[src/rtl/swo_pkg.sv]
// Shared widths, direction codes, stage payload types and saturation helpers for the odometry.
package swo_pkg;

   localparam int unsigned RAW_W    = 31;
   localparam int unsigned ACC_W    = 32;
   localparam int unsigned SCALE_W  = 24;
   localparam int unsigned DIR_W    = 2;
   localparam int unsigned CM_W     = 48;
   localparam int unsigned TRAVEL_W = 47;
   localparam int unsigned PROD_W   = ACC_W + SCALE_W + 1;  // signed pulses x unsigned scale
   localparam int unsigned TPROD_W  = RAW_W + SCALE_W;      // halved raw sum x scale

   // direction command codes, only the sign matters for negative values
   localparam logic [DIR_W-1:0] DIR_KEEP = 2'b00;
   localparam logic [DIR_W-1:0] DIR_FWD  = 2'b01;

   localparam logic signed [CM_W-1:0] CM_MAX = {1'b0, {(CM_W-1){1'b1}}};
   localparam logic signed [CM_W-1:0] CM_MIN = {1'b1, {(CM_W-1){1'b0}}};
   localparam logic [TRAVEL_W-1:0]    TRAVEL_MAX = {TRAVEL_W{1'b1}};

   // accumulator snapshot after the state update
   typedef struct packed {
      logic signed [ACC_W-1:0] acc_left;
      logic signed [ACC_W-1:0] acc_right;
      logic [RAW_W-1:0]        half;
   } acc_stage_type;

   // raw products before saturation
   typedef struct packed {
      logic signed [ACC_W-1:0]  acc_left;
      logic signed [ACC_W-1:0]  acc_right;
      logic signed [PROD_W-1:0] left_prod;
      logic signed [PROD_W-1:0] right_prod;
      logic [TPROD_W-1:0]       travel_prod;
   } prod_stage_type;

   typedef struct packed {
      logic signed [ACC_W-1:0] left_pulses;
      logic signed [ACC_W-1:0] right_pulses;
      logic signed [CM_W-1:0]  left_cm;
      logic signed [CM_W-1:0]  right_cm;
      logic signed [CM_W-1:0]  mean_cm;
      logic [TRAVEL_W-1:0]     travel_cm;
   } result_type;

   // clamp a signed product into the 48-bit distance range
   function automatic logic signed [CM_W-1:0] sat_cm(input logic signed [PROD_W-1:0] p);
      logic hi_ones;
      logic hi_zeros;
      hi_ones  = &p[PROD_W-1:CM_W-1];
      hi_zeros = ~|p[PROD_W-1:CM_W-1];
      if (hi_ones || hi_zeros) begin
         sat_cm = p[CM_W-1:0];
      end else if (p[PROD_W-1]) begin
         sat_cm = CM_MIN;
      end else begin
         sat_cm = CM_MAX;
      end
   endfunction

   function automatic logic [TRAVEL_W-1:0] sat_travel(input logic [TPROD_W-1:0] p);
      if (|p[TPROD_W-1:TRAVEL_W]) begin
         sat_travel = TRAVEL_MAX;
      end else begin
         sat_travel = p[TRAVEL_W-1:0];
      end
   endfunction

endpackage

[src/rtl/swo_req_if.sv]
// Request channel: raw encoder counts and direction commands with valid/ready.
interface swo_req_if;
   logic                                 valid;
   logic                                 ready;
   logic [swo_pkg::RAW_W-1:0]            left_raw;
   logic [swo_pkg::RAW_W-1:0]            right_raw;
   logic signed [swo_pkg::DIR_W-1:0]     left_dir;
   logic signed [swo_pkg::DIR_W-1:0]     right_dir;

   modport source (output valid, left_raw, right_raw, left_dir, right_dir, input ready);
   modport sink   (input valid, left_raw, right_raw, left_dir, right_dir, output ready);
endinterface

[src/rtl/swo_track.sv]
// Odometry state: direction latch, re-base detect, accumulators, and the first pipe stage.
module swo_track (
   input  logic                   clock,
   input  logic                   reset,
   swo_req_if.sink                req,
   output swo_pkg::acc_stage_type a_out,
   output logic                   a_valid,
   input  logic                   a_ready
);

   logic                           have_base_ff, have_base_in;
   logic [swo_pkg::RAW_W-1:0]      base_left_ff, base_left_in;
   logic [swo_pkg::RAW_W-1:0]      base_right_ff, base_right_in;
   logic signed [swo_pkg::ACC_W-1:0] acc_left_ff, acc_left_in;
   logic signed [swo_pkg::ACC_W-1:0] acc_right_ff, acc_right_in;
   logic                           left_rev_ff, left_rev_in;
   logic                           right_rev_ff, right_rev_in;
   logic                           a_valid_ff, a_valid_in;
   swo_pkg::acc_stage_type         a_ff, a_in;

   logic                           accept;
   logic                           rebase;
   logic [swo_pkg::ACC_W-1:0]      delta_left;
   logic [swo_pkg::ACC_W-1:0]      delta_right;
   logic [swo_pkg::RAW_W:0]        raw_sum;

   assign req.ready = !a_valid_ff || a_ready;
   assign accept    = req.valid && req.ready;
   assign a_valid   = a_valid_ff;
   assign a_out     = a_ff;

   always_comb begin
      // direction: forward code clears, any other nonzero code sets reverse
      if (req.left_dir == swo_pkg::DIR_FWD) begin
         left_rev_in = 1'b0;
      end else if (req.left_dir != swo_pkg::DIR_KEEP) begin
         left_rev_in = 1'b1;
      end else begin
         left_rev_in = left_rev_ff;
      end
      if (req.right_dir == swo_pkg::DIR_FWD) begin
         right_rev_in = 1'b0;
      end else if (req.right_dir != swo_pkg::DIR_KEEP) begin
         right_rev_in = 1'b1;
      end else begin
         right_rev_in = right_rev_ff;
      end

      rebase = !have_base_ff || (req.left_raw < base_left_ff)
               || (req.right_raw < base_right_ff);
      delta_left  = {1'b0, req.left_raw - base_left_ff};
      delta_right = {1'b0, req.right_raw - base_right_ff};

      if (rebase) begin
         acc_left_in  = '0;
         acc_right_in = '0;
      end else begin
         acc_left_in  = left_rev_in ? acc_left_ff - delta_left : acc_left_ff + delta_left;
         acc_right_in = right_rev_in ? acc_right_ff - delta_right
                                     : acc_right_ff + delta_right;
      end

      have_base_in  = 1'b1;
      base_left_in  = req.left_raw;
      base_right_in = req.right_raw;

      raw_sum         = {1'b0, req.left_raw} + {1'b0, req.right_raw};
      a_in.acc_left   = acc_left_in;
      a_in.acc_right  = acc_right_in;
      a_in.half       = raw_sum[swo_pkg::RAW_W:1];

      a_valid_in = accept ? 1'b1 : (a_ready ? 1'b0 : a_valid_ff);
   end

   always_ff @(posedge clock) begin
      if (reset) begin
         have_base_ff  <= 1'b0;
         base_left_ff  <= '0;
         base_right_ff <= '0;
         acc_left_ff   <= '0;
         acc_right_ff  <= '0;
         left_rev_ff   <= 1'b0;
         right_rev_ff  <= 1'b0;
         a_valid_ff    <= 1'b0;
      end else begin
         a_valid_ff <= a_valid_in;
         if (accept) begin
            have_base_ff  <= have_base_in;
            base_left_ff  <= base_left_in;
            base_right_ff <= base_right_in;
            acc_left_ff   <= acc_left_in;
            acc_right_ff  <= acc_right_in;
            left_rev_ff   <= left_rev_in;
            right_rev_ff  <= right_rev_in;
         end
      end
   end

   always_ff @(posedge clock) begin
      if (accept) begin
         a_ff <= a_in;
      end
   end

   // first request after reset re-bases and clears both accumulators
   assert property (@(posedge clock) disable iff (reset)
      accept && !have_base_ff |=> acc_left_ff == '0 && acc_right_ff == '0)
      else $error("first request did not clear accumulators");

   // any accepted request leaves a base in place
   assert property (@(posedge clock) disable iff (reset)
      accept |=> have_base_ff)
      else $error("base not marked after request");

   // a stalled snapshot must not be overwritten
   assert property (@(posedge clock) disable iff (reset)
      a_valid_ff && !a_ready |=> a_valid_ff && $stable(a_ff))
      else $error("stage snapshot lost under stall");

endmodule

[src/flat_wrapper.sv]
// flat-port wrapper written by rule: the top's interface ports become plain ports
module swo_track_flat 
  (clock, reset, a_out, a_valid, a_ready, req_valid, req_left_raw, req_right_raw, req_left_dir, req_right_dir, req_ready);
  swo_req_if req_i ();
  input  logic clock;
  input  logic reset;
  output swo_pkg::acc_stage_type a_out;
  output logic a_valid;
  input  logic a_ready;
  input wire logic [$bits(req_i.valid)-1:0] req_valid;
  input wire logic [$bits(req_i.left_raw)-1:0] req_left_raw;
  input wire logic [$bits(req_i.right_raw)-1:0] req_right_raw;
  input wire logic [$bits(req_i.left_dir)-1:0] req_left_dir;
  input wire logic [$bits(req_i.right_dir)-1:0] req_right_dir;
  output wire logic [$bits(req_i.ready)-1:0] req_ready;
  assign req_i.valid = req_valid;
  assign req_i.left_raw = req_left_raw;
  assign req_i.right_raw = req_right_raw;
  assign req_i.left_dir = req_left_dir;
  assign req_i.right_dir = req_right_dir;
  assign req_ready = req_i.ready;
  swo_track u_core (.clock(clock), .reset(reset), .req(req_i), .a_out(a_out), .a_valid(a_valid), .a_ready(a_ready));
endmodule
[config.mk]
export PLATFORM = sky130hd
export DESIGN_NAME = swo_track_flat
export DESIGN_NICKNAME = d
export VERILOG_FILES = /design/src/rtl/swo_pkg.sv /design/src/rtl/swo_req_if.sv /design/src/rtl/swo_track.sv /design/src/flat_wrapper.sv
export SDC_FILE = /design/constraint.sdc
export NUM_CORES = 1
export LEC_CHECK = 0
export ABC_AREA = 1
export BUFFER_PORTS_ARGS = -buffer_cell sky130_fd_sc_hd__buf_2
export CAP_MARGIN = 15
export CORE_MARGIN = 3
export CORE_UTILIZATION = 46
export DETAILED_ROUTE_END_ITERATION = 10
export GPL_ROUTABILITY_DRIVEN = 0
export SLEW_MARGIN = 20
export SYNTH_ARGS = -nofsm -noshare
export SYNTH_HDL_FRONTEND = slang
export SYNTH_SLANG_ARGS = --single-unit
[constraint.sdc]
create_clock -name clock -period 5.2 [get_ports clock]
set_input_delay 0.26 -clock clock [delete_from_list [all_inputs] [get_ports clock]]
set_output_delay 0.26 -clock clock [all_outputs]
set_load 0.05 [all_outputs]
# Word-level counts from Yosys, hierarchy flattened
# Index checks and enable logic that the tools add are counted.
# Widths: inputs -> output; s select.
# op_classes
n_addsub,7
order_cmp,2
n_eq_ne,2
muxes,10
n_reduce_logical,9
# op_table
operator,count
$mux 32,4
$add 32x31->32,2
$sub 32x31->32,2
$lt 31x31->1,2
$sub 31x31->31,2
$add 31x31->32,1
$mux 1,6
$reduce_bool 2->1,3
$eq 2x1->1 const B,2
$logic_or 1x1->1,3
$logic_not 1->1,2
$logic_and 1x1->1,1
# word_totals
regBits,225
input_bits,70
out_inout_bits,97
word_cells,41

# Depth between registers and ports, before layout
# Gate-level depths: netlist of the first run.
# depth
depth_word,5
ltp_mapped,34
depth_no_buf,34

# Worst setup path before layout of the first run
# Ideal clock, no wire load.
# synth_path
path_kind,flip-flop to flip-flop
start,"register u_core.a_valid_ff, in the netlist u_core.a_valid"
end,register u_core.a_ff (netlist bit u_core.a_out[0]) (enable)
setup_ps,496
arrival_ps,4254
required_ps,4704
path_slack_ps,450
path_stages_with_launch,6
path_buffers,2
period_less_slack_ps,4750
cell_sequence,dfxtp_1 -> nand2_1 -> nand2_1 -> inv_1 -> clkbuf_1 -> clkbuf_1
# synth_via
elab_chain_cells,3
# synth_lines
element,line,source
"start, declared",swo_track.sv:18,"logic a_valid_ff, a_valid_in;"
"start signal, assigned",swo_track.sv:86,a_valid_ff <= a_valid_in;
$logic_not 1->1,swo_track.sv:27,assign req.ready = !a_valid_ff || a_ready;
$logic_or 1x1->1,swo_track.sv:27,
net req_ready,flat_wrapper.sv:15,output wire logic [$bits(req_i.ready)-1:0] req_ready;
$logic_and 1x1->1,swo_track.sv:28,assign accept = req.valid && req.ready;
"end signal, assigned",swo_track.sv:101,a_ff <= a_in;
"end, declared",swo_track.sv:19,"swo_pkg::acc_stage_type a_ff, a_in;"
# The timed path passes the listed nets, and every way through them passes these cells.
# A chain may end at the register's enable or synchronous reset.

# Final worst setup path of the first run
# layout_path
start,input port req_left_raw[0]
end,register u_core.acc_left_ff[28] (netlist name)
# layout_via
elab_chain_cells,4
elab_cells_between_ends,8
cone_classes,add/sub: 3; order compare: 1; mux: 2; reduce/logical: 2
# layout_lines
element,line,source
"start, declared",flat_wrapper.sv:11,input wire logic [$bits(req_i.left_raw)-1:0] req_left_raw;
$sub 31x31->31 or $lt 31x31->1 (tied branches),"swo_track.sv:51, swo_track.sv:49",
$add 32x31->32 (tied with other cells),swo_track.sv:58,acc_left_in = left_rev_in ? acc_left_ff - delta_left : acc_left_ff + delta_left;
$mux 32 or $logic_or 1x1->1 (tied branches),"swo_track.sv:58, swo_track.sv:50",
$mux 32 (*),swo_track.sv:54,if (rebase) begin
net u_core.acc_left_in (one bit),swo_track.sv:14,"logic signed [swo_pkg::ACC_W-1:0] acc_left_ff, acc_left_in;"
"end signal, assigned",swo_track.sv:91,acc_left_ff <= acc_left_in;
"end, declared",swo_track.sv:14,
# Mark *: on every way through the listed nets, which the timed path passes. The rest lies on a longest branch.

==> results.txt, run 1 <==
TritonCTS built the clock tree. The cell type with the highest aggregate area in the netlist is edfxtp_1. The initial core utilization came out at around 47%. For this run the aggregate overflow at the end of global routing stands at 0. In this run, CTS created clock tree buffers numbering 28. At the later pin of the worst-skew pair, clock insertion delay measures between 0.5 and 0.6 ns. Counting flops with a built-in enable in the synthesized netlist gives 95. Counting flops with an async set or reset pin after synthesis yields a share of 0%. Summed over all cells, the static leakage comes to 11.2 nW. The tightest slew margin relative to the limit came out at between 30 and 40%. The kind of capture point of the worst setup path is a flip-flop.

The final instance count without filler cells is ~3,700. The net count after synthesis is between 3,000 and 4,000. The clock skew after layout came out at between 0.01 and 0.015 ns.

The clock input transition at the sequential cells of the worst setup and hold paths came out at ~0.060 ns. The detailed router's first-iteration violation count came out at roughly 1,200. By area the synthesized netlist is led by edfxtp_1, nand2_1, dfxtp_1. The H-tree depth came out at 1. The final critical-path required period is 4.88 ns. The via count normalized by instance count is 5.18. The cell that appears most often on the critical path is nand2_1. The internal power component came out at ~4.3 mW. Per report_power, the combinational group accounts for 45.0% of the total. The cell area after synthesis is around 20,000 um^2.

The number of global-route vias before repair is approximately 18,000. In this run the standard cell core region covers 41,400 um^2. The placement row count is 74. The number of distinct standard cells referenced by the synthesized netlist is between 50 and 60.

The largest net degree at the start of global routing came out at approximately 130. The switching power summed over all nets came out at about 3.3 mW. Of the cells placed in the final design, the portion with a size suffix greater than 1 is between 10% and 20%.

The total setup violations reported at the end of the flow is 0. The worst register-to-register path begins at u_core.base_left_ff[0]$_SDFFE_PP0P_. The worst setup path is of the input pin to flip-flop kind. In this run the most critical hold path is launched from req_right_raw[10].

The average instance in the mapped netlist occupies around 6.6 um^2. The post-synthesis register bit count came out at about 230. Along the worst path, the maximum fanout reaches 6.

The max-capacitance violation count came out at 0. Dividing total power by cell area gives a power density of around 340 nW/um^2. The cell sitting at the root of the clock tree is a clkbuf_16. In this run the worst setup path begins at req_left_raw[0].

The number of primary I/O pins is between 150 and 200. The accumulated negative setup slack is 0 ns. The total length of routed wires came out at ~57 mm. The TritonCTS sink count is about 230.

The sequential element share of the synthesized area came out at between 20% and 30%. The count of synthesis-stage warnings from yosys came out at 0. The total die area is approximately 45,000 um^2.

The type of element launching the critical path is an input pin. The number of vias after detailed routing came out at roughly 19,000. The sequential group share of total power is roughly 28%.

The most used flip-flop cell after synthesis is dfxtp_1. Once detail routing completed, the nets flagged for antenna violations numbered 0. Together, buffers and inverters on the worst path number 5.

The largest individual stage delay along the critical path comes from the cell dlygate4sd3_1. The number of endpoints with negative hold slack in the final report was 0. The data required time at the worst endpoint came out at around 5.7 ns.

The cell family contributing the most delay on the critical path is simple AND/OR/NAND/NOR gates. The class of the most critical hold timing path is input pin to flip-flop. The transition time at the pin with the least slew margin is 1.03 ns. The total half-perimeter wirelength after legalization and detailed placement came out at around 46 mm.

The critical path's largest stage delay came out at roughly 0.53 ns. In this run the post-CTS setup repair buffer count came out at 0. The area overhead of the layout relative to synthesis is 12.4%. The data arrival time of the worst path is about 5.4 ns. The worst-case IR drop observed on VDD is 0.320 mV. The clock share of power is a little over a quarter. The net count of the finished layout came out at 3,356. The run finished with clean final reports. The number of instances in the synthesized netlist is between 2,000 and 3,000. The chip width is 212 um. Setup repair after global routing left no endpoint under its margin. The number of antenna violations at the first check in global routing is 3.

The maximum operating frequency is 205 MHz. The global routing usage summed across all routing layers is about a quarter. Dividing the final minimum period by the clock period gives 93.8%. The post-detailed-route wirelength per cell is roughly 16 um. The clock passes through at most 3 buffers. The number of buffers inserted by port buffering is approximately 170.

The first-pass GRT wire length came out at 91.7 mm. The max-slew violation count is 0. The post-detailed-route DRC marker count came out at 0. The switching part of the total power came out at a little over two fifths. The pre-antenna-repair detailed-routing pass consisted of 6 iterations. The area fraction of the dominant cell type after synthesis came out at between 10 and 15%. After detailed placement, the design holds a cell count of between 3,000 and 4,000. The vertical extent of the die is roughly 210 um.
## area by class of cell
cell class                      count  area (um^2)
Sequential cell                   225         5460
Timing Repair Buffer              182          975
Clock buffer                       32          746
Antenna cell                        3         7.51
Fill cell                        4196        19400
Multi-Input combinational cell   2200        12100
Clock inverter                     20          231
Inverter                          488         1840
Tap cell                          532          666
## sequential cells by signal (all words and copies together), names as in the netlist
signal / count
u_core.acc_left_ff: 32
u_core.right_rev_ff: 1
u_core.a_valid: 1
u_core.base_left_ff: 31
u_core.base_right_ff: 31
u_core.left_rev_ff: 1
u_core.a_out: 95
u_core.acc_right_ff: 32
u_core.have_base_ff: 1
## final timing paths
kind | end | slack (ns) | cells after the start
worst max-delay path | u_core.acc_left_ff[28]$_SDFFE_PP0P_ | 0.32 | 29
worst min-delay path | u_core.base_right_ff[10]$_SDFFE_PP0P_ | 0.04 | 3
worst max register to register | u_core.acc_left_ff[28]$_SDFFE_PP0P_ | 0.45 | 26
worst min register to register | u_core.base_left_ff[2]$_SDFFE_PP0P_ | 0.45 | 2
## layer usage
layer | up-vias | wire, um | global-route usage [%] | part of all wire (%)
met5 | - | 13 | 0 | 0.023
met4 | 2 | 1540 | 6.65 | 2.7
met3 | 80 | 3840 | 3.17 | 6.7
met2 | 587 | 23200 | 37.8 | 40
met1 | 8538 | 28800 | 37.8 | 50
li1 | 9868 | - | - | -
## placed cells by master (no fill, tap or decap), types with 4 or more instances in the layout
cell / count
dfxtp_1: 130
buf_2: 166
o21ai_2: 4
a21oi_1: 225
nand3_2: 6
ha_1: 156
nor3_1: 23
o21ai_0: 192
a31oi_1: 17
and2_1: 9
nor2_1: 321
a211oi_1: 6
o211ai_1: 11
a21o_1: 7
nand2_2: 24
o21ai_1: 11
dlygate4sd3_1: 8
o21a_1: 5
edfxtp_1: 95
xor2_1: 82
inv_2: 12
clkinv_4: 4
o21bai_1: 4
nand2_1: 756
or2_2: 6
buf_4: 7
inv_1: 475
nand3_1: 133
nor4_1: 9
fa_1: 5
nor2_2: 15
nand3b_1: 8
nand4_1: 44
nor2_4: 27
clkbuf_16: 28
xnor2_1: 60
inv_6: 7
## worst min-delay path, cell delays in order
cell     delay, ns
buf_2         0.11
o21ai_0       0.08
a21oi_1       0.11
## cells in the mapped netlist (3+ instances only)
| library cell | number |
|---|---|
| o21ai_1 | 11 |
| o21a_1 | 5 |
| a21o_1 | 7 |
| buf_1 | 9 |
| clkbuf_1 | 36 |
| a211oi_1 | 6 |
| nand3_1 | 133 |
| ha_1 | 156 |
| inv_2 | 11 |
| a21boi_1 | 3 |
| buf_2 | 4 |
| nand2_2 | 24 |
| o21bai_1 | 4 |
| o21ai_0 | 192 |
| nor2_4 | 27 |
| buf_6 | 4 |
| or2_2 | 6 |
| nor4_1 | 11 |
| o21ai_2 | 4 |
| o211ai_1 | 11 |
| xor2_1 | 82 |
| a31oi_1 | 17 |
| xnor2_1 | 60 |
| fa_1 | 5 |
| edfxtp_1 | 95 |
| a21oi_1 | 226 |
| nor2_2 | 14 |
| nand2_1 | 757 |
| or2_1 | 3 |
| nor3_1 | 23 |
| and2_1 | 9 |
| nand3b_1 | 8 |
| nor2_1 | 322 |
| inv_1 | 477 |
| nand4_1 | 44 |
| nand3_2 | 7 |
| dfxtp_1 | 130 |
## timing repair
action                                  in CTS  in global routing
endpoints found under the hold margin       13                  0
endpoints found under the setup margin       0                 10
hold buffers                                 8                  0
gates resized for setup                      0                  4
## through the flow
stage | total power, mW | setup slack, ns | util, % | cell area (um^2) | hold slack, ns
finish | 7.54 | 0.321 | 53.2 | 22000 | 0.0363
floorplan | 4.68 | 0.450 | - | 19600 | 0.329
global placement | 5.42 | 0.396 | 50.5 | 20900 | 0.442
global route | 8.07 | 0.00339 | 53.2 | 22000 | 0.0420
CTS | 7.55 | 0.364 | 53.1 | 22000 | 0.00134
detailed placement | 5.44 | 0.340 | 50.5 | 20900 | 0.451
## power by group through the flow
| stage | registers, mW | logic, mW | clock network [mW] |
|---|---|---|---|
| floorplan | 2.39 | 2.29 | 0 |
| global placement | 2.12 | 3.30 | 0 |
| detailed placement | 2.12 | 3.32 | 0 |
| CTS | 2.08 | 3.35 | 2.12 |
| global route | 2.10 | 3.79 | 2.18 |
| finish | 2.08 | 3.39 | 2.06 |
## cell families (layout without fill, tap and decap cells)
logic type / Yosys count / in the layout / synth area share, %
adder cells (fa/ha/maj): 161 / 161 / 10.5
buffers and inverters: 542 / 722 / 10.6
flip-flops: 225 / 225 / 27.9
XOR/XNOR: 143 / 143 / 6.44
AND/OR/NAND/NOR: 1398 / 1398 / 31.0
AO/OA/AOI/OAI: 498 / 498 / 13.6
other: 0 / 3 / 0
(Power assumes the default switching activity.)
==> inputs of run 2 (changes only) <==
--- a/config.mk
+++ b/config.mk
@@ -12,6 +12,7 @@
 export CORE_UTILIZATION = 46
 export DETAILED_ROUTE_END_ITERATION = 10
 export GPL_ROUTABILITY_DRIVEN = 0
+export PLACE_DENSITY = 0.67
 export SLEW_MARGIN = 20
 export SYNTH_ARGS = -nofsm -noshare
 export SYNTH_HDL_FRONTEND = slang
==> constraint.sdc (replaced) <==
create_clock -name clock -period 4.1 [get_ports clock]
set_input_delay 0.205 -clock clock [delete_from_list [all_inputs] [get_ports clock]]
set_output_delay 0.205 -clock clock [all_outputs]
set_load 0.05 [all_outputs]
==> run 2 against run 1 <==
Against the previous run:
- the flow now finishes with violations (setup timing)
- cell count is 13% higher
- worst hold slack worse by 0.025 ns
- highest routed layer unchanged
- core utilization is 15 points higher
- routed wire length is 21% higher
- register-to-register slack worse by 0.95 ns
- critical path type is now flip-flop to flip-flop
- sequential power is 28% higher
- largest power group unchanged
- largest cell class unchanged
==> results.txt, run 2 (synthesized netlist as in run 1, its figures left out) <==
In the final layout, flip-flops and latches occupy approximately 5500 um^2. The tightest slew margin relative to the limit came out at between 30% and 40%. The first-pass detailed-route iteration total is 6.

The leakage component of the power came out at 13.9 nW. The transition time at the pin with the least slew margin came out at 1.04 ns. The data required time at the worst endpoint came out at around 4.5 ns.

The clock input transition at the sequential cells of the worst setup and hold paths is 0.07 ns. The cell depth of the worst min-delay path is 3. The max-capacitance violation count came out at 0. The chip width is between 200 and 250 um. The total half-perimeter wirelength after legalization and detailed placement came out at between 40 and 50 mm. The first-pass GRT wire length came out at roughly 100 mm. The power per unit of standard cell area is ~430 nW/um^2. The worst path in the final design needs a cycle of about 4.6 ns, including I/O delays and setup. The detailed router placed about 22,000 vias in this run. The detailed router's first-iteration violation count came out at between 1,500 and 2,000. The maximum resistive drop on vdd came out at between 0.3 and 0.4 mV. The TritonCTS sink count came out at approximately 230. The worst setup path is launched from a flip-flop.

In this run the deepest clock path goes through 3 buffers. The H-tree depth is 1. The final period utilization came out at 112%. Row generation in the floorplan step produced 74 rows. The register with the most flip-flops in the layout has between 90 and 100 of them.

The number of CTS-inserted buffers is 26. The core occupancy in the finished layout came out at about two thirds. The worst reg-to-reg path cell count came out at 29. The vertical extent of the die is between 200 and 250 um. The number of global-route vias before repair was 20,146. For this design the top-level I/O count stands at 167.

Setup repair after global routing could not meet its margin everywhere. The largest net degree at the start of global routing is 121. The library cell used most frequently in the layout, excluding fill and tap cells, is nand2_1. The post-detailed-route wirelength per cell came out at 16.7 um. The final reports fail on setup timing. The fraction of layout cells with a size suffix above 1 is between 30 and 40%.

The via count normalized by instance count is between 5 and 6. The accumulated negative setup slack is -8.97 ns. The clock skew after layout came out at roughly 0.021 ns. The total setup violations reported at the end of the flow is 56. At the end of the flow, the number of nets in the layout was 3,832.

The area of the multi-input gates is approximately 15,000 um^2. During placement, the flow inserted port buffers numbering about 170. The class of the most critical hold timing path is input pin to flip-flop.

In the layout the commonest cells are nand2_1, buf_4, inv_1. The total die area is 45,100 um^2. The insertion delay to the later sink of the worst-skew pair is between 0.5 and 0.6 ns. The number of antenna violations at the first check in global routing came out at 6.

The clock tree from TritonCTS is done. For this design, the slowest cell found on the critical path is dfxtp_2. The setup path with the least slack is of type flip-flop to flip-flop.

In this design, the stage delay of the slowest critical-path cell is ~0.33 ns. The max-slew violation count came out at 0. The flow ran to the end, but the final reports show violations. The final layout contains routed wiring with a total length of around 70 mm. The number of fillers in the final layout came out at 3,269. The critical-path maximum fanout is 4. The clock root buffer master is clkbuf_16. The number of endpoints with negative hold slack in the final report is 0. In this run the standard cell core region covers roughly 41,000 um^2.

The initial utilization of the core area, before any placement, comes to about 47%. The area overhead of the layout relative to synthesis is 43.4%. The post-detailed-route DRC marker count is 0. The final worst-path setup slack is -0.499 ns. The tightest hold path in the finished design has a slack of roughly 0.011 ns. The worst setup path is captured at a flip-flop.

The maximum operating frequency came out at between 200 and 250 MHz. Data on the critical path arrives at its endpoint at a little over 5 ns. The detail route stage leaves a number of antenna-violating nets equal to 0.

The total congestion overflow after global routing is 0. The global routing usage summed across all routing layers is between 20% and 30%.
-- run 2: area by class of cell --
| class | count | share of cell area, % |
|---|---|---|
| diodes | 1 | 0.00892 |
| clock buffers | 32 | 2.55 |
| clock inverters | 16 | 0.473 |
| inverters | 488 | 6.56 |
| multi-input cells | 2200 | 52.1 |
| flip-flops and latches | 225 | 19.4 |
| well taps | 532 | 2.37 |
| repair buffers | 660 | 16.5 |
-- run 2: repair_timing --
item	in CTS	in global routing
hold buffers	6	0
buffers inserted	18	38
hold endpoints to repair	10	0
pin swaps	72	176
resized for setup	165	401
setup endpoints to repair	61	81
-- run 2: per-layer routing --
layer  up-vias  GRT usage (%)  share of wire (%)
met4        10           8.51                4.0
met5         -              0              0.091
li1      10821              -                  -
met3       219           3.82                7.7
met1     10305           39.2                 44
met2       917           43.1                 44
-- run 2: where the power goes --
| part | switching, mW | internal [mW] | leakage, nW |
|---|---|---|---|
| Sequential | 0.0965 | 2.57 | 2.02 |
| Combinational | 4.06 | 2.95 | 11.4 |
| Clock | 1.03 | 1.31 | 0.411 |
-- run 2: critical path: cells and delay by family, from the launching register on --
kind | cells | cell delay, ns
AOI/OAI and AO/OA | 6 | 0.95
adders and majority gates | 3 | 0.72
and+or+nand+nor | 14 | 1.61
xor gates and xnor gates | 2 | 0.49
DFF | 1 | 0.33
buffers and inverters | 4 | 0.39
-- run 2: path summary, 6_finish.rpt --
check | start | to | slack, ns
setup reg to reg | u_core.base_right_ff[0]$_SDFFE_PP0P_ | u_core.acc_right_ff[26]$_SDFFE_PP0P_ | -0.50
hold reg to reg | u_core.base_left_ff[24]$_SDFFE_PP0P_ | u_core.base_left_ff[24]$_SDFFE_PP0P_ | 0.46
setup / recovery | u_core.base_right_ff[0]$_SDFFE_PP0P_ | u_core.acc_right_ff[26]$_SDFFE_PP0P_ | -0.50
hold / removal | req_left_raw[24] | u_core.base_left_ff[24]$_SDFFE_PP0P_ | 0.01
-- run 2: metrics by stage --
step,setup WS (ns),cells,power (mW),cell area (um^2)
2_1_floorplan,0.190,2967,5.93,19600
3_3_place_gp,-0.398,4046,7.98,24100
3_5_place_dp,-0.445,4046,8.10,24100
4_1_cts,-0.0612,4118,10.9,26000
5_1_grt,-0.686,4153,12.7,28100
6_report,-0.499,4154,12.0,28100
