File: config.mk
export PLATFORM = sky130hd
export DESIGN_NAME = swo_sat_flat
export DESIGN_NICKNAME = d
export VERILOG_FILES = /design/src/rtl/swo_pkg.sv /design/src/rtl/swo_rsp_if.sv /design/src/rtl/swo_sat.sv /design/src/flat_wrapper.sv
export SDC_FILE = /design/constraint.sdc
export NUM_CORES = 1
export LEC_CHECK = 0
export ABC_AREA = 1
export CELL_PAD_IN_SITES_DETAIL_PLACEMENT = 0
export CELL_PAD_IN_SITES_GLOBAL_PLACEMENT = 1
export CORE_AREA = 2 2 191 193
export DETAILED_ROUTE_END_ITERATION = 16
export DIE_AREA = 0 0 193 195
export DONT_BUFFER_PORTS = 1
export PLACE_DENSITY = 0.68
export SYNTH_ARGS = -nofsm -noshare
export SYNTH_HDL_FRONTEND = slang
export SYNTH_SLANG_ARGS = --single-unit
File: constraint.sdc
create_clock -name clock -period 31.6 [get_ports clock]
set_input_delay 7.9 -clock clock [delete_from_list [all_inputs] [get_ports clock]]
set_output_delay 7.9 -clock clock [all_outputs]
set_load 0.02 [all_outputs]
File: src/rtl/swo_pkg.sv
// Shared widths, direction codes, stage payload types and saturation helpers for the odometry.
package swo_pkg;

   localparam int unsigned RAW_W    = 31;
   localparam int unsigned ACC_W    = 32;
   localparam int unsigned SCALE_W  = 24;
   localparam int unsigned DIR_W    = 2;
   localparam int unsigned CM_W     = 48;
   localparam int unsigned TRAVEL_W = 47;
   localparam int unsigned PROD_W   = ACC_W + SCALE_W + 1;  // signed pulses x unsigned scale
   localparam int unsigned TPROD_W  = RAW_W + SCALE_W;      // halved raw sum x scale

   // direction command codes, only the sign matters for negative values
   localparam logic [DIR_W-1:0] DIR_KEEP = 2'b00;
   localparam logic [DIR_W-1:0] DIR_FWD  = 2'b01;

   localparam logic signed [CM_W-1:0] CM_MAX = {1'b0, {(CM_W-1){1'b1}}};
   localparam logic signed [CM_W-1:0] CM_MIN = {1'b1, {(CM_W-1){1'b0}}};
   localparam logic [TRAVEL_W-1:0]    TRAVEL_MAX = {TRAVEL_W{1'b1}};

   // accumulator snapshot after the state update
   typedef struct packed {
      logic signed [ACC_W-1:0] acc_left;
      logic signed [ACC_W-1:0] acc_right;
      logic [RAW_W-1:0]        half;
   } acc_stage_type;

   // raw products before saturation
   typedef struct packed {
      logic signed [ACC_W-1:0]  acc_left;
      logic signed [ACC_W-1:0]  acc_right;
      logic signed [PROD_W-1:0] left_prod;
      logic signed [PROD_W-1:0] right_prod;
      logic [TPROD_W-1:0]       travel_prod;
   } prod_stage_type;

   typedef struct packed {
      logic signed [ACC_W-1:0] left_pulses;
      logic signed [ACC_W-1:0] right_pulses;
      logic signed [CM_W-1:0]  left_cm;
      logic signed [CM_W-1:0]  right_cm;
      logic signed [CM_W-1:0]  mean_cm;
      logic [TRAVEL_W-1:0]     travel_cm;
   } result_type;

   // clamp a signed product into the 48-bit distance range
   function automatic logic signed [CM_W-1:0] sat_cm(input logic signed [PROD_W-1:0] p);
      logic hi_ones;
      logic hi_zeros;
      hi_ones  = &p[PROD_W-1:CM_W-1];
      hi_zeros = ~|p[PROD_W-1:CM_W-1];
      if (hi_ones || hi_zeros) begin
         sat_cm = p[CM_W-1:0];
      end else if (p[PROD_W-1]) begin
         sat_cm = CM_MIN;
      end else begin
         sat_cm = CM_MAX;
      end
   endfunction

   function automatic logic [TRAVEL_W-1:0] sat_travel(input logic [TPROD_W-1:0] p);
      if (|p[TPROD_W-1:TRAVEL_W]) begin
         sat_travel = TRAVEL_MAX;
      end else begin
         sat_travel = p[TRAVEL_W-1:0];
      end
   endfunction

endpackage

File: src/rtl/swo_rsp_if.sv
// Response channel: signed pulse counts, signed Q32.16 distances and unsigned Q31.16 travel with valid/ready.
interface swo_rsp_if;
   logic                                 valid;
   logic                                 ready;
   logic signed [swo_pkg::ACC_W-1:0]     left_pulses;
   logic signed [swo_pkg::ACC_W-1:0]     right_pulses;
   logic signed [swo_pkg::CM_W-1:0]      left_cm;
   logic signed [swo_pkg::CM_W-1:0]      right_cm;
   logic signed [swo_pkg::CM_W-1:0]      mean_cm;
   logic [swo_pkg::TRAVEL_W-1:0]         travel_cm;

   modport source (output valid, left_pulses, right_pulses, left_cm, right_cm, mean_cm,
                   travel_cm, input ready);
   modport sink   (input valid, left_pulses, right_pulses, left_cm, right_cm, mean_cm,
                   travel_cm, output ready);
endinterface

File: src/rtl/swo_sat.sv
// Output stage: saturate distances, floor mean, clamp travel, hold the response.
module swo_sat (
   input  logic                    clock,
   input  logic                    reset,
   input  swo_pkg::prod_stage_type b_in,
   input  logic                    b_valid,
   output logic                    b_ready,
   swo_rsp_if.source               rsp
);

   logic                          valid_ff, valid_in;
   swo_pkg::result_type           out_ff, out_in;
   logic signed [swo_pkg::CM_W:0] cm_sum;
   logic                          advance;

   assign b_ready = !valid_ff || rsp.ready;
   assign advance = b_valid && b_ready;

   always_comb begin
      out_in.left_pulses  = b_in.acc_left;
      out_in.right_pulses = b_in.acc_right;
      out_in.left_cm      = swo_pkg::sat_cm(b_in.left_prod);
      out_in.right_cm     = swo_pkg::sat_cm(b_in.right_prod);
      // arithmetic shift of the 49-bit sum gives the floor of the halved sum
      cm_sum              = (swo_pkg::CM_W+1)'(out_in.left_cm)
                            + (swo_pkg::CM_W+1)'(out_in.right_cm);
      out_in.mean_cm      = cm_sum[swo_pkg::CM_W:1];
      out_in.travel_cm    = swo_pkg::sat_travel(b_in.travel_prod);
      valid_in            = advance ? 1'b1 : (rsp.ready ? 1'b0 : valid_ff);
   end

   always_ff @(posedge clock) begin
      if (reset) begin
         valid_ff <= 1'b0;
      end else begin
         valid_ff <= valid_in;
      end
   end

   always_ff @(posedge clock) begin
      if (advance) begin
         out_ff <= out_in;
      end
   end

   assign rsp.valid        = valid_ff;
   assign rsp.left_pulses  = out_ff.left_pulses;
   assign rsp.right_pulses = out_ff.right_pulses;
   assign rsp.left_cm      = out_ff.left_cm;
   assign rsp.right_cm     = out_ff.right_cm;
   assign rsp.mean_cm      = out_ff.mean_cm;
   assign rsp.travel_cm    = out_ff.travel_cm;

endmodule
File: src/flat_wrapper.sv
// flat-port wrapper written by rule: the top's interface ports become plain ports
module swo_sat_flat 
  (clock, reset, b_in, b_valid, b_ready, rsp_valid, rsp_left_pulses, rsp_right_pulses, rsp_left_cm, rsp_right_cm, rsp_mean_cm, rsp_travel_cm, rsp_ready);
  swo_rsp_if rsp_i ();
  input  logic clock;
  input  logic reset;
  input  swo_pkg::prod_stage_type b_in;
  input  logic b_valid;
  output logic b_ready;
  output wire logic [$bits(rsp_i.valid)-1:0] rsp_valid;
  output wire logic [$bits(rsp_i.left_pulses)-1:0] rsp_left_pulses;
  output wire logic [$bits(rsp_i.right_pulses)-1:0] rsp_right_pulses;
  output wire logic [$bits(rsp_i.left_cm)-1:0] rsp_left_cm;
  output wire logic [$bits(rsp_i.right_cm)-1:0] rsp_right_cm;
  output wire logic [$bits(rsp_i.mean_cm)-1:0] rsp_mean_cm;
  output wire logic [$bits(rsp_i.travel_cm)-1:0] rsp_travel_cm;
  input wire logic [$bits(rsp_i.ready)-1:0] rsp_ready;
  assign rsp_valid = rsp_i.valid;
  assign rsp_left_pulses = rsp_i.left_pulses;
  assign rsp_right_pulses = rsp_i.right_pulses;
  assign rsp_left_cm = rsp_i.left_cm;
  assign rsp_right_cm = rsp_i.right_cm;
  assign rsp_mean_cm = rsp_i.mean_cm;
  assign rsp_travel_cm = rsp_i.travel_cm;
  assign rsp_i.ready = rsp_ready;
  swo_sat u_core (.clock(clock), .reset(reset), .b_in(b_in), .b_valid(b_valid), .b_ready(b_ready), .rsp(rsp_i));
endmodule
# After elaboration in Yosys (flattened, before gate mapping)
# Index checks and enable logic that the tools add are counted.
[word_totals] regBits=256 out_inout_bits=257 wordCells=27
[classes] addsub=1 muxes=6 reduce_logical=13
[ops] operator="$mux W48" n=4
[ops] operator="$add A48 B48 Y49" n=1
[ops] operator="$reduce_and A10 Y1" n=2
[ops] operator="$reduce_or A10 Y1" n=2
[ops] operator="$reduce_or A8 Y1" n=1
[ops] operator="$logic_not A1 Y1" n=3
[ops] operator="$logic_or A1 B1 Y1" n=3
[ops] operator="$mux W1" n=2
[ops] operator="$reduce_bool A2 Y1" n=1
[ops] operator="$logic_and A1 B1 Y1" n=1

# Logic depth before layout (Yosys ltp)
# Gate-level depths: netlist of run 1.
[depth] word_depth=5 depth_mapped=26 depth_no_buf=25

# Least setup slack after synthesis of run 1
# No wires, ideal clock.
[synth_timing] path_type="input -> register" startpoint="input port b_valid" endpoint="register u_core.out_ff (netlist bit u_core.rsp.left_cm[0]), enable pin" t_arrival_ps=20170 t_required_ps=30643 cell_stages=2 n_path_buf=0 slack_ps=10473 cell_sequence="inv_1 -> a21oi_1"
[synth_via] elab_chain_len=1
[synth_rtl] element="start: declaration" line="flat_wrapper.sv:8" source="input logic b_valid;"
[synth_rtl] element="$logic_and A1 B1 Y1" line="swo_sat.sv:17" source="assign advance = b_valid && b_ready;"
[synth_rtl] element="named net u_core.advance" line="swo_sat.sv:14" source="logic advance;"
[synth_rtl] element="end signal: assignment" line="swo_sat.sv:42" source="out_ff <= out_in;"
[synth_rtl] element="end: declaration" line="swo_sat.sv:12" source="swo_pkg::result_type out_ff, out_in;"
# The timed path passes the listed nets, and every way through them passes these cells.
# A chain may end at the register's enable or synchronous reset.

# Worst setup path in the final report of run 1
[layout_timing] startpoint="input port rsp_ready" endpoint="output port b_ready"
[layout_via] elab_chain_len=1
[layout_rtl] element="start: declaration" line="flat_wrapper.sv:17" source="input wire logic [$bits(rsp_i.ready)-1:0] rsp_ready;"
[layout_rtl] element="$logic_or A1 B1 Y1" line="swo_sat.sv:16" source="assign b_ready = !valid_ff || rsp.ready;"
[layout_rtl] element="end: declaration" line="flat_wrapper.sv:9" source="output logic b_ready;"
# Every way passes these cells.

==> impl_metrics.prom, run 1 <==
# TYPE chip_impl_metric gauge
chip_impl_metric{name="netlist-cell-type-count",unit=""} 44
chip_impl_metric{name="fp.dieArea",unit="mm²"} 0.0376
chip_impl_metric{name="place.gp.congestion",unit=""} 0.887
chip_impl_metric{name="dr_wl_met2",unit="mm"} 20.4
chip_impl_metric{name="placedCellCount",unit=""} 1661
chip_impl_info{name="post-synth-top-count-cell",value="sky130_fd_sc_hd__nand2_1"} 1
chip_impl_info{name="library_cell_used_as_clock_root_buffer",value="sky130_fd_sc_hd__clkbuf_16"} 1
chip_impl_metric{name="power_frac_clock",unit="%"} 38.5
chip_impl_metric{name="grtUsageTotal",unit="%"} 20.2
chip_impl_metric{name="crit_buf_inv",unit=""} 1
chip_impl_metric{name="drt-pass1-iter-count",unit=""} 5
chip_impl_metric{name="ant_nets",unit=""} 0
chip_impl_metric{name="initial_utilization",unit="%"} 35.4
chip_impl_metric{name="die_width",unit="µm"} 193
chip_impl_info{name="cts_tree",value="yes"} 1
chip_impl_metric{name="synthesis.area",unit="mm²"} 0.0125
chip_impl_info{name="timing.hold.worst.class",value="reg2reg"} 1
chip_impl_metric{name="synthesis.nets",unit=""} 1502
chip_impl_info{name="crit_path_end_kind",value="output pin"} 1
chip_impl_metric{name="timing.final.crit_share",unit="%"} 50.9
chip_impl_metric{name="yosys_warnings",unit=""} 0
chip_impl_metric{name="grt_max_degree",unit=""} 180
chip_impl_info{name="timing.critical_path.from_type",value="input pin"} 1
chip_impl_info{name="post-synth-top-area-cell",value="sky130_fd_sc_hd__edfxtp_1"} 1
chip_impl_info{name="slowest_stage",value="sky130_fd_sc_hd__nand2_1"} 1
chip_impl_metric{name="setup_total_neg_slack",unit="ns"} 0
chip_impl_metric{name="dpl-instance-area",unit="mm²"} 0.0131
chip_impl_info{name="ys_dominant_reg_cell",value="sky130_fd_sc_hd__edfxtp_1"} 1
chip_impl_info{name="hold_end",value="u_core.rsp.right_pulses[22]"} 1
chip_impl_metric{name="port-buffer-count",unit=""} 0
chip_impl_metric{name="synth-edff-count",unit=""} 255
chip_impl_metric{name="clock_sink_total",unit=""} 256
chip_impl_metric{name="timing.reg2reg.worst_path_depth",unit=""} 3
chip_impl_metric{name="power_switching_share",unit="%"} 28.0
chip_impl_metric{name="drive_gt1_share",unit="%"} 9.98
chip_impl_metric{name="ys_seq_elements",unit=""} 256
chip_impl_metric{name="multiInputGateArea",unit="mm²"} 0.00406
chip_impl_info{name="r2r-start",value="u_core.rsp.valid"} 1
chip_impl_metric{name="post_cts_resized",unit=""} 0
chip_impl_metric{name="antenna_found_initial",unit=""} 3
chip_impl_metric{name="cts_hold_repair.buffers",unit=""} 0
chip_impl_metric{name="route.vias.total",unit=""} 8576
chip_impl_info{name="netlist_top_cells_area",value="sky130_fd_sc_hd__edfxtp_1 61%, sky130_fd_sc_hd__nand2_1 9.5%, sky130_fd_sc_hd__inv_1 5.3%"} 1
chip_impl_metric{name="tightestPinTransition",unit="ns"} 1.03
chip_impl_metric{name="power.leakage",unit="µW"} 0.00555
chip_impl_metric{name="internal-power",unit="µW"} 629
chip_impl_metric{name="postCtsSetupBuffers",unit=""} 0
chip_impl_metric{name="ffs_w_async_s_r_synth",unit="%"} 0
chip_impl_info{name="cp_cell_sequence",value="inv_1 > nand2_1"} 1
chip_impl_metric{name="area_share_of_the_largest_cell_type_after_synthesis",unit="%"} 61.1
chip_impl_metric{name="netSwitchingPower",unit="µW"} 245
chip_impl_metric{name="detail_route.wirelength.met1",unit="mm"} 14.9
chip_impl_info{name="highest_layer",value="met5"} 1
chip_impl_metric{name="syn-mean-instance-area",unit="µm²"} 10.3
chip_impl_metric{name="overall_overflow_remaining_after_global_route",unit=""} 0
chip_impl_metric{name="layout.cell_area.non_filler",unit="mm²"} 0.0140
chip_impl_metric{name="power.share.combinational",unit="%"} 10.7
chip_impl_metric{name="n_fill_cell",unit=""} 3549
chip_impl_metric{name="ir_worst_vdd",unit="V"} 0.0000482
chip_impl_metric{name="power.density",unit="mW/mm²"} 62.5
chip_impl_metric{name="detail_route_met3_wl",unit="mm"} 3.40
chip_impl_metric{name="clock_skew",unit="ns"} 0.0165
chip_impl_metric{name="setup-violations-final",unit=""} 0
chip_impl_metric{name="hold_path_depth",unit=""} 1
chip_impl_metric{name="avgRoutedWirePerCell",unit="µm"} 23.4
chip_impl_metric{name="nets",unit=""} 1512
chip_impl_metric{name="num_rows",unit=""} 69
chip_impl_metric{name="final_cells",unit=""} 1713
chip_impl_metric{name="worst-r2r-setup-slack",unit="ns"} 28.70
chip_impl_metric{name="seqCellArea",unit="mm²"} 0.00768
chip_impl_metric{name="critical-path-max-stage-delay",unit="ns"} 0.19
chip_impl_metric{name="drc",unit=""} 0
chip_impl_metric{name="slew_violations",unit=""} 0
chip_impl_metric{name="worst_skew_pair.late_latency",unit="ns"} 0.55
chip_impl_metric{name="pwr-share-seq",unit="%"} 50.8
chip_impl_metric{name="route.final.wire_length",unit="mm"} 40.0
chip_impl_metric{name="htree_depth",unit=""} 1
chip_impl_info{name="worst_r2r_endpoint",value="u_core.rsp.mean_cm[19]"} 1
chip_impl_metric{name="final.min_clock_period",unit="ns"} 16.09
chip_impl_metric{name="timing.max_slew.rel_slack",unit="%"} 31.1
chip_impl_metric{name="detailed_place_hpwl",unit="mm"} 30.4
chip_impl_info{name="rsz_0062_raised_after_global_routing",value="no"} 1
chip_impl_metric{name="worst-endpoint-required",unit="ns"} 23.70
chip_impl_metric{name="clk_pin_slew_worst_setup_hold_paths",unit="ns"} 0.06
chip_impl_metric{name="antenna-diode-count",unit=""} 0
chip_impl_metric{name="cts_inserted_buffers",unit=""} 29
chip_impl_info{name="holdCritStartpoint",value="u_core.rsp.valid"} 1
chip_impl_metric{name="areaGrowthSynthToFinish",unit="%"} 11.7
chip_impl_metric{name="worstPathMaxFanout",unit=""} 2
chip_impl_metric{name="worst_ep_arrival_time",unit="ns"} 8.19
chip_impl_info{name="crit_family",value="simple AND/OR/NAND/NOR gates"} 1
chip_impl_metric{name="grt_pass1_vias",unit=""} 8587
chip_impl_metric{name="ios",unit=""} 494
chip_impl_metric{name="grt_first_pass_wirelength",unit="mm"} 55.7
chip_impl_info{name="status",value="finished clean"} 1
chip_impl_metric{name="finalHoldViolCount",unit=""} 0
chip_impl_metric{name="sequential_area_share_after_synthesis",unit="%"} 61.3
chip_impl_metric{name="syn-instance-count",unit=""} 1221
chip_impl_metric{name="die_y",unit="µm"} 195
chip_impl_metric{name="max_clock_freq",unit="GHz"} 0.0621
chip_impl_info{name="setup_cp_type",value="in2out"} 1
chip_impl_metric{name="cts_max_path_buffers",unit=""} 3
chip_impl_info{name="yosys-top-cells-count",value="318 x sky130_fd_sc_hd__nand2_1, 255 x sky130_fd_sc_hd__edfxtp_1, 176 x sky130_fd_sc_hd__inv_1"} 1
chip_impl_metric{name="power.total",unit="µW"} 874
chip_impl_metric{name="max_cap_violations",unit=""} 0
chip_impl_metric{name="design.core.area",unit="mm²"} 0.0354
chip_impl_metric{name="vias_per_cell",unit=""} 5.01
chip_impl_metric{name="drt_iter0_markers",unit=""} 409
==> logic make-up after synthesis <==
| group | count (synthesis) | synth area share [%] |
|---|---|---|
| simple gates | 511 | 18.3 |
| fa+ha+maj | 44 | 4.45 |
| buf+inv | 212 | 6.47 |
| xor+xnor | 32 | 2.24 |
| flops | 256 | 61.3 |
| compound gates | 166 | 7.32 |
==> worst max-delay path by stage <==
stage	slack, ns	from	cells past startpoint	to
floorplan	10.47	b_valid	2	u_core.rsp.left_cm[0]
global placement	15.53	rsp_ready	2	b_ready
detailed placement	15.51	rsp_ready	2	b_ready
CTS	15.51	rsp_ready	2	b_ready
global route	15.49	rsp_ready	2	b_ready
finish	15.51	rsp_ready	2	b_ready
==> worst register-to-register path, stage by stage, from the launching register on <==
cell,delay (ns)
sky130_fd_sc_hd__dfxtp_1,0.43
sky130_fd_sc_hd__a21oi_4,0.26
sky130_fd_sc_hd__buf_12,0.67
sky130_fd_sc_hd__buf_4,1.02
==> metal layers <==
layer / track usage (%) / up-vias
met1: 22.6 / 4057
met5: 0 / -
met2: 36.3 / 363
met3: 5.98 / 67
li1: - / 4083
met4: 7.04 / 6
==> layout by cell type (no fill, tap or decap), types with 27 or more instances in the layout <==
cell type and n:
sky130_fd_sc_hd__nand2_1 318, sky130_fd_sc_hd__nor2_1 75, sky130_fd_sc_hd__nand3_1 27, sky130_fd_sc_hd__nand2_2 33, sky130_fd_sc_hd__ha_1 43, sky130_fd_sc_hd__o21ai_0 65
sky130_fd_sc_hd__edfxtp_1 255, sky130_fd_sc_hd__inv_1 176, sky130_fd_sc_hd__a21oi_1 68, sky130_fd_sc_hd__clkbuf_16 29
==> registers in the layout, indices dropped and copies added, names as in the netlist <==
| signal | count |
|---|---|
| u_core.rsp.left_cm | 48 |
| u_core.rsp.left_pulses | 32 |
| u_core.rsp.mean_cm | 48 |
| u_core.rsp.right_cm | 48 |
| u_core.rsp.right_pulses | 32 |
| u_core.rsp.travel_cm | 47 |
| u_core.rsp.valid | 1 |
==> layout make-up <==
cell class / count / share of cell area (%)
Clock buffer: 37 / 5.47
Timing Repair Buffer: 4 / 0.304
Inverter: 187 / 5.02
Sequential cell: 256 / 54.9
Tap cell: 461 / 4.12
Multi-Input combinational cell: 753 / 29.0
Clock inverter: 15 / 1.25
==> per-stage QoR <==
stage | hold slack, ns | worst slack [ns] | util [%]
2_1_floorplan | 0.705 | 10.47 | -
3_3_place_gp | 0.814 | 15.53 | 36.9
3_5_place_dp | 0.821 | 15.51 | 36.9
4_1_cts | 0.836 | 15.51 | 39.5
5_1_grt | 0.846 | 15.49 | 39.5
6_report | 0.837 | 15.51 | 39.5
==> power groups by stage <==
stage	Clock [µW]	Combinational [µW]	Sequential (µW)
finish	337	93.3	444
global route	359	105	446
CTS	346	94.0	446
detailed placement	0	93.5	452
global placement	0	92.8	452
floorplan	0	67.7	453
Power figures use the tool's default switching activity.
==> run 2, diff against run 1 <==
ABC_AREA = 0   (was 1)
CORE_AREA = 2 2 193 195   (was 2 2 191 193)
DIE_AREA = 0 0 195 197   (was 0 0 193 195)
PLACE_DENSITY = 0.63   (was 0.68)
clock period = 15.6 ns   (was 31.6 ns; I/O delays follow)
==> impl_metrics.prom, run 2 <==
# TYPE chip_impl_metric gauge
chip_impl_metric{name="share_of_cell_area_taken_by_muxes_after_synthesis",unit="%"} 0
chip_impl_metric{name="grt_first_pass_wirelength",unit="mm"} 53.3
chip_impl_metric{name="clk_pin_slew_worst_setup_hold_paths",unit="ns"} 0.06
chip_impl_metric{name="initial_utilization",unit="%"} 33.1
chip_impl_info{name="ys_dominant_reg_cell",value="sky130_fd_sc_hd__edfxtp_1"} 1
chip_impl_metric{name="die_width",unit="µm"} 195
chip_impl_metric{name="ios",unit=""} 494
chip_impl_info{name="library_cell_used_as_clock_root_buffer",value="sky130_fd_sc_hd__clkbuf_16"} 1
chip_impl_metric{name="dpl-instance-area",unit="mm²"} 0.0125
chip_impl_metric{name="multiInputGateArea",unit="mm²"} 0.00410
chip_impl_metric{name="setup-violations-final",unit=""} 0
chip_impl_info{name="final_common_cell",value="sky130_fd_sc_hd__edfxtp_1"} 1
chip_impl_info{name="post-synth-top-area-cell",value="sky130_fd_sc_hd__edfxtp_1"} 1
chip_impl_metric{name="overall_overflow_remaining_after_global_route",unit=""} 0
chip_impl_metric{name="netlist-cell-type-count",unit=""} 75
chip_impl_metric{name="holdWs",unit="ns"} 0.788
chip_impl_metric{name="post_synth_xor_area_fraction",unit="%"} 3.94
chip_impl_metric{name="clock_skew",unit="ns"} 0.0110
chip_impl_metric{name="design.core.area",unit="mm²"} 0.0363
chip_impl_metric{name="worst-r2r-setup-slack",unit="ns"} 12.23
chip_impl_metric{name="synthesis.area",unit="mm²"} 0.0120
chip_impl_info{name="rsz_0062_raised_after_global_routing",value="no"} 1
chip_impl_metric{name="ir_worst_vdd",unit="V"} 0.0000594
chip_impl_metric{name="syn-instance-count",unit=""} 876
chip_impl_metric{name="synth-edff-count",unit=""} 255
chip_impl_metric{name="detailed_place_hpwl",unit="mm"} 28.9
chip_impl_info{name="top_library_cells_by_usage_in_the_layout_fill_and_taps_aside",value="255 x sky130_fd_sc_hd__edfxtp_1, 112 x sky130_fd_sc_hd__a21o_1, 55 x sky130_fd_sc_hd__a21oi_1, 50 x sky130_fd_sc_hd__or2_2, 43 x sky130_fd_sc_hd__ha_1"} 1
chip_impl_metric{name="layout.cell_area.non_filler",unit="mm²"} 0.0134
chip_impl_metric{name="worst_ep_arrival_time",unit="ns"} 8.74
chip_impl_metric{name="drt-pass1-iter-count",unit=""} 5
chip_impl_metric{name="num_rows",unit=""} 70
chip_impl_metric{name="grtUsageTotal",unit="%"} 18.9
chip_impl_metric{name="area_share_of_the_largest_cell_type_after_synthesis",unit="%"} 63.9
chip_impl_metric{name="avgRoutedWirePerCell",unit="µm"} 28.2
chip_impl_metric{name="timing.final.crit_share",unit="%"} 54.2
chip_impl_metric{name="syn-mean-instance-area",unit="µm²"} 13.7
chip_impl_metric{name="timing.max_slew.rel_slack",unit="%"} 21.2
chip_impl_metric{name="max_clock_freq",unit="GHz"} 0.118
chip_impl_metric{name="synth_compound_gate_area_share",unit="%"} 16.0
chip_impl_info{name="timing.hold.worst.class",value="reg2reg"} 1
chip_impl_info{name="timing.critical_path.from_type",value="input pin"} 1
chip_impl_metric{name="final.min_clock_period",unit="ns"} 8.45
chip_impl_info{name="combinational_family_with_the_most_area_after_synthesis",value="compound AO/OA/AOI/OAI gates"} 1
chip_impl_metric{name="sequential_area_share_after_synthesis",unit="%"} 64.1
chip_impl_metric{name="power.leakage",unit="µW"} 0.00496
chip_impl_metric{name="vias_per_cell",unit=""} 5.48
chip_impl_metric{name="drive_gt1_share",unit="%"} 14.3
chip_impl_info{name="netlist_top_cells_area",value="sky130_fd_sc_hd__edfxtp_1 64%, sky130_fd_sc_hd__a21o_1 7.0%, sky130_fd_sc_hd__ha_1 4.5%"} 1
chip_impl_info{name="status",value="finished clean"} 1
chip_impl_info{name="crit_family",value="compound AO/OA/AOI/OAI gates"} 1
chip_impl_info{name="crit_path_end_kind",value="flop"} 1
chip_impl_metric{name="nets",unit=""} 1161
chip_impl_info{name="cts_tree",value="yes"} 1
chip_impl_info{name="setup_cp_type",value="in2reg"} 1
chip_impl_metric{name="postCtsSetupBuffers",unit=""} 0
chip_impl_metric{name="n_fill_cell",unit=""} 3459
chip_impl_info{name="post-synth-top-count-cell",value="sky130_fd_sc_hd__edfxtp_1"} 1
chip_impl_metric{name="htree_depth",unit=""} 1
chip_impl_metric{name="crit_buf_inv",unit=""} 1
chip_impl_metric{name="grt_max_degree",unit=""} 83
chip_impl_metric{name="worst_skew_pair.late_latency",unit="ns"} 0.54
chip_impl_metric{name="power.density",unit="mW/mm²"} 129
chip_impl_info{name="slowest_stage",value="sky130_fd_sc_hd__nor3_1"} 1
chip_impl_info{name="cp_cell_sequence",value="nor3_1 > nand3_1 > o21bai_4 > buf_4 > a21o_1 > ha_1 > nor2b_1 > o21ai_0 > a21boi_0 > a211o_1 > a211oi_2 > and3_1 > o21ba_2 > o21ai_2 > a211o_1 > a21o_1 > xor2_1"} 1
chip_impl_metric{name="synth-simple-area-share",unit="%"} 9.14
chip_impl_metric{name="yosys_warnings",unit=""} 0
chip_impl_metric{name="clock_sink_total",unit=""} 256
chip_impl_metric{name="setup_total_neg_slack",unit="ns"} 0
chip_impl_metric{name="areaGrowthSynthToFinish",unit="%"} 12.0
chip_impl_metric{name="drt_iter0_markers",unit=""} 419
chip_impl_metric{name="synth_fa_ha_area_share",unit="%"} 4.82
chip_impl_metric{name="critical-path-max-stage-delay",unit="ns"} 0.64
chip_impl_metric{name="post_cts_resized",unit=""} 0
chip_impl_metric{name="worstPathMaxFanout",unit=""} 42
chip_impl_metric{name="drc",unit=""} 0
chip_impl_metric{name="ys_seq_elements",unit=""} 256
chip_impl_metric{name="fp.dieArea",unit="mm²"} 0.0384
chip_impl_metric{name="ant_nets",unit=""} 0
chip_impl_metric{name="cts_inserted_buffers",unit=""} 29
chip_impl_metric{name="grt_pass1_vias",unit=""} 7492
chip_impl_metric{name="worst-endpoint-required",unit="ns"} 15.89
chip_impl_metric{name="finalHoldViolCount",unit=""} 0
chip_impl_metric{name="max_cap_violations",unit=""} 0
chip_impl_metric{name="antenna_found_initial",unit=""} 5
chip_impl_metric{name="cts_hold_repair.buffers",unit=""} 0
chip_impl_metric{name="slew_violations",unit=""} 0
chip_impl_metric{name="die_y",unit="µm"} 197
chip_impl_info{name="yosys-top-cells-count",value="255 x sky130_fd_sc_hd__edfxtp_1, 112 x sky130_fd_sc_hd__a21o_1, 55 x sky130_fd_sc_hd__a21oi_1"} 1
chip_impl_metric{name="seqCellArea",unit="mm²"} 0.00768
chip_impl_metric{name="port-buffer-count",unit=""} 0
chip_impl_metric{name="route.vias.total",unit=""} 7502
chip_impl_metric{name="tightestPinTransition",unit="ns"} 1.18
chip_impl_metric{name="ffs_w_async_s_r_synth",unit="%"} 0
chip_impl_metric{name="cts_max_path_buffers",unit=""} 3
chip_impl_metric{name="route.final.wire_length",unit="mm"} 38.6
chip_impl_metric{name="synthesis.nets",unit=""} 1157
chip_impl_metric{name="place.gp.congestion",unit=""} 0.842
-- run 2: worst paths after layout --
path	depth (start not counted)	start	endpoint
setup / recovery	17	b_in[160]	u_core.rsp.mean_cm[45]
hold / removal	2	u_core.rsp.valid	u_core.rsp.valid
setup reg to reg	4	u_core.rsp.valid	u_core.rsp.travel_cm[44]
hold reg to reg	2	u_core.rsp.valid	u_core.rsp.valid
-- run 2: cell families after synthesis --
family | count (synthesis)
XOR/XNOR | 53
AO/OA/AOI/OAI | 269
AND/OR/NAND/NOR | 194
adder cells (fa/ha/maj) | 46
flip-flops | 256
buffers and inverters | 58
-- run 2: stage by stage --
step	setup slack, ns	total power [µW]	instances	util [%]
3_3_place_gp	6.69	1100	1317	34.5
5_1_grt	6.81	1800	1369	37.0
4_1_cts	7.18	1760	1369	37.0
3_5_place_dp	6.59	1100	1317	34.5
2_1_floorplan	4.96	1040	876	-
6_report	7.15	1740	1370	37.0
-- run 2: report_power, final --
group,switching [µW],internal [µW]
Clock,289,364
Sequential,82.6,821
Combinational,113,66.4
Total,485,1250
-- run 2: worst register-to-register path, stage by stage (launching register included) --
cell,delay (ns)
sky130_fd_sc_hd__dfxtp_1,0.38
sky130_fd_sc_hd__nand2b_1,0.26
sky130_fd_sc_hd__and2_4,0.62
sky130_fd_sc_hd__buf_4,0.88
sky130_fd_sc_hd__buf_4,0.83
-- run 2: cell type report --
class | count | share of cell area [%]
clock inverter | 18 | 1.26
inverter | 24 | 0.671
antenna | 1 | 0.0186
tap | 468 | 4.36
multi-input combinational | 562 | 30.5
clock buffer | 34 | 5.55
timing repair buffer | 7 | 0.392
sequential | 256 | 57.2
-- run 2: routing by layer --
layer / track usage [%] / vias to the layer above / part of all wire (%)
li1: - / 3360 / -
met1: 21.6 / 3696 / 37
met2: 33.5 / 371 / 51
met3: 6.47 / 65 / 9.1
met4: 5.77 / 10 / 2.8
met5: 0 / - / 0.19
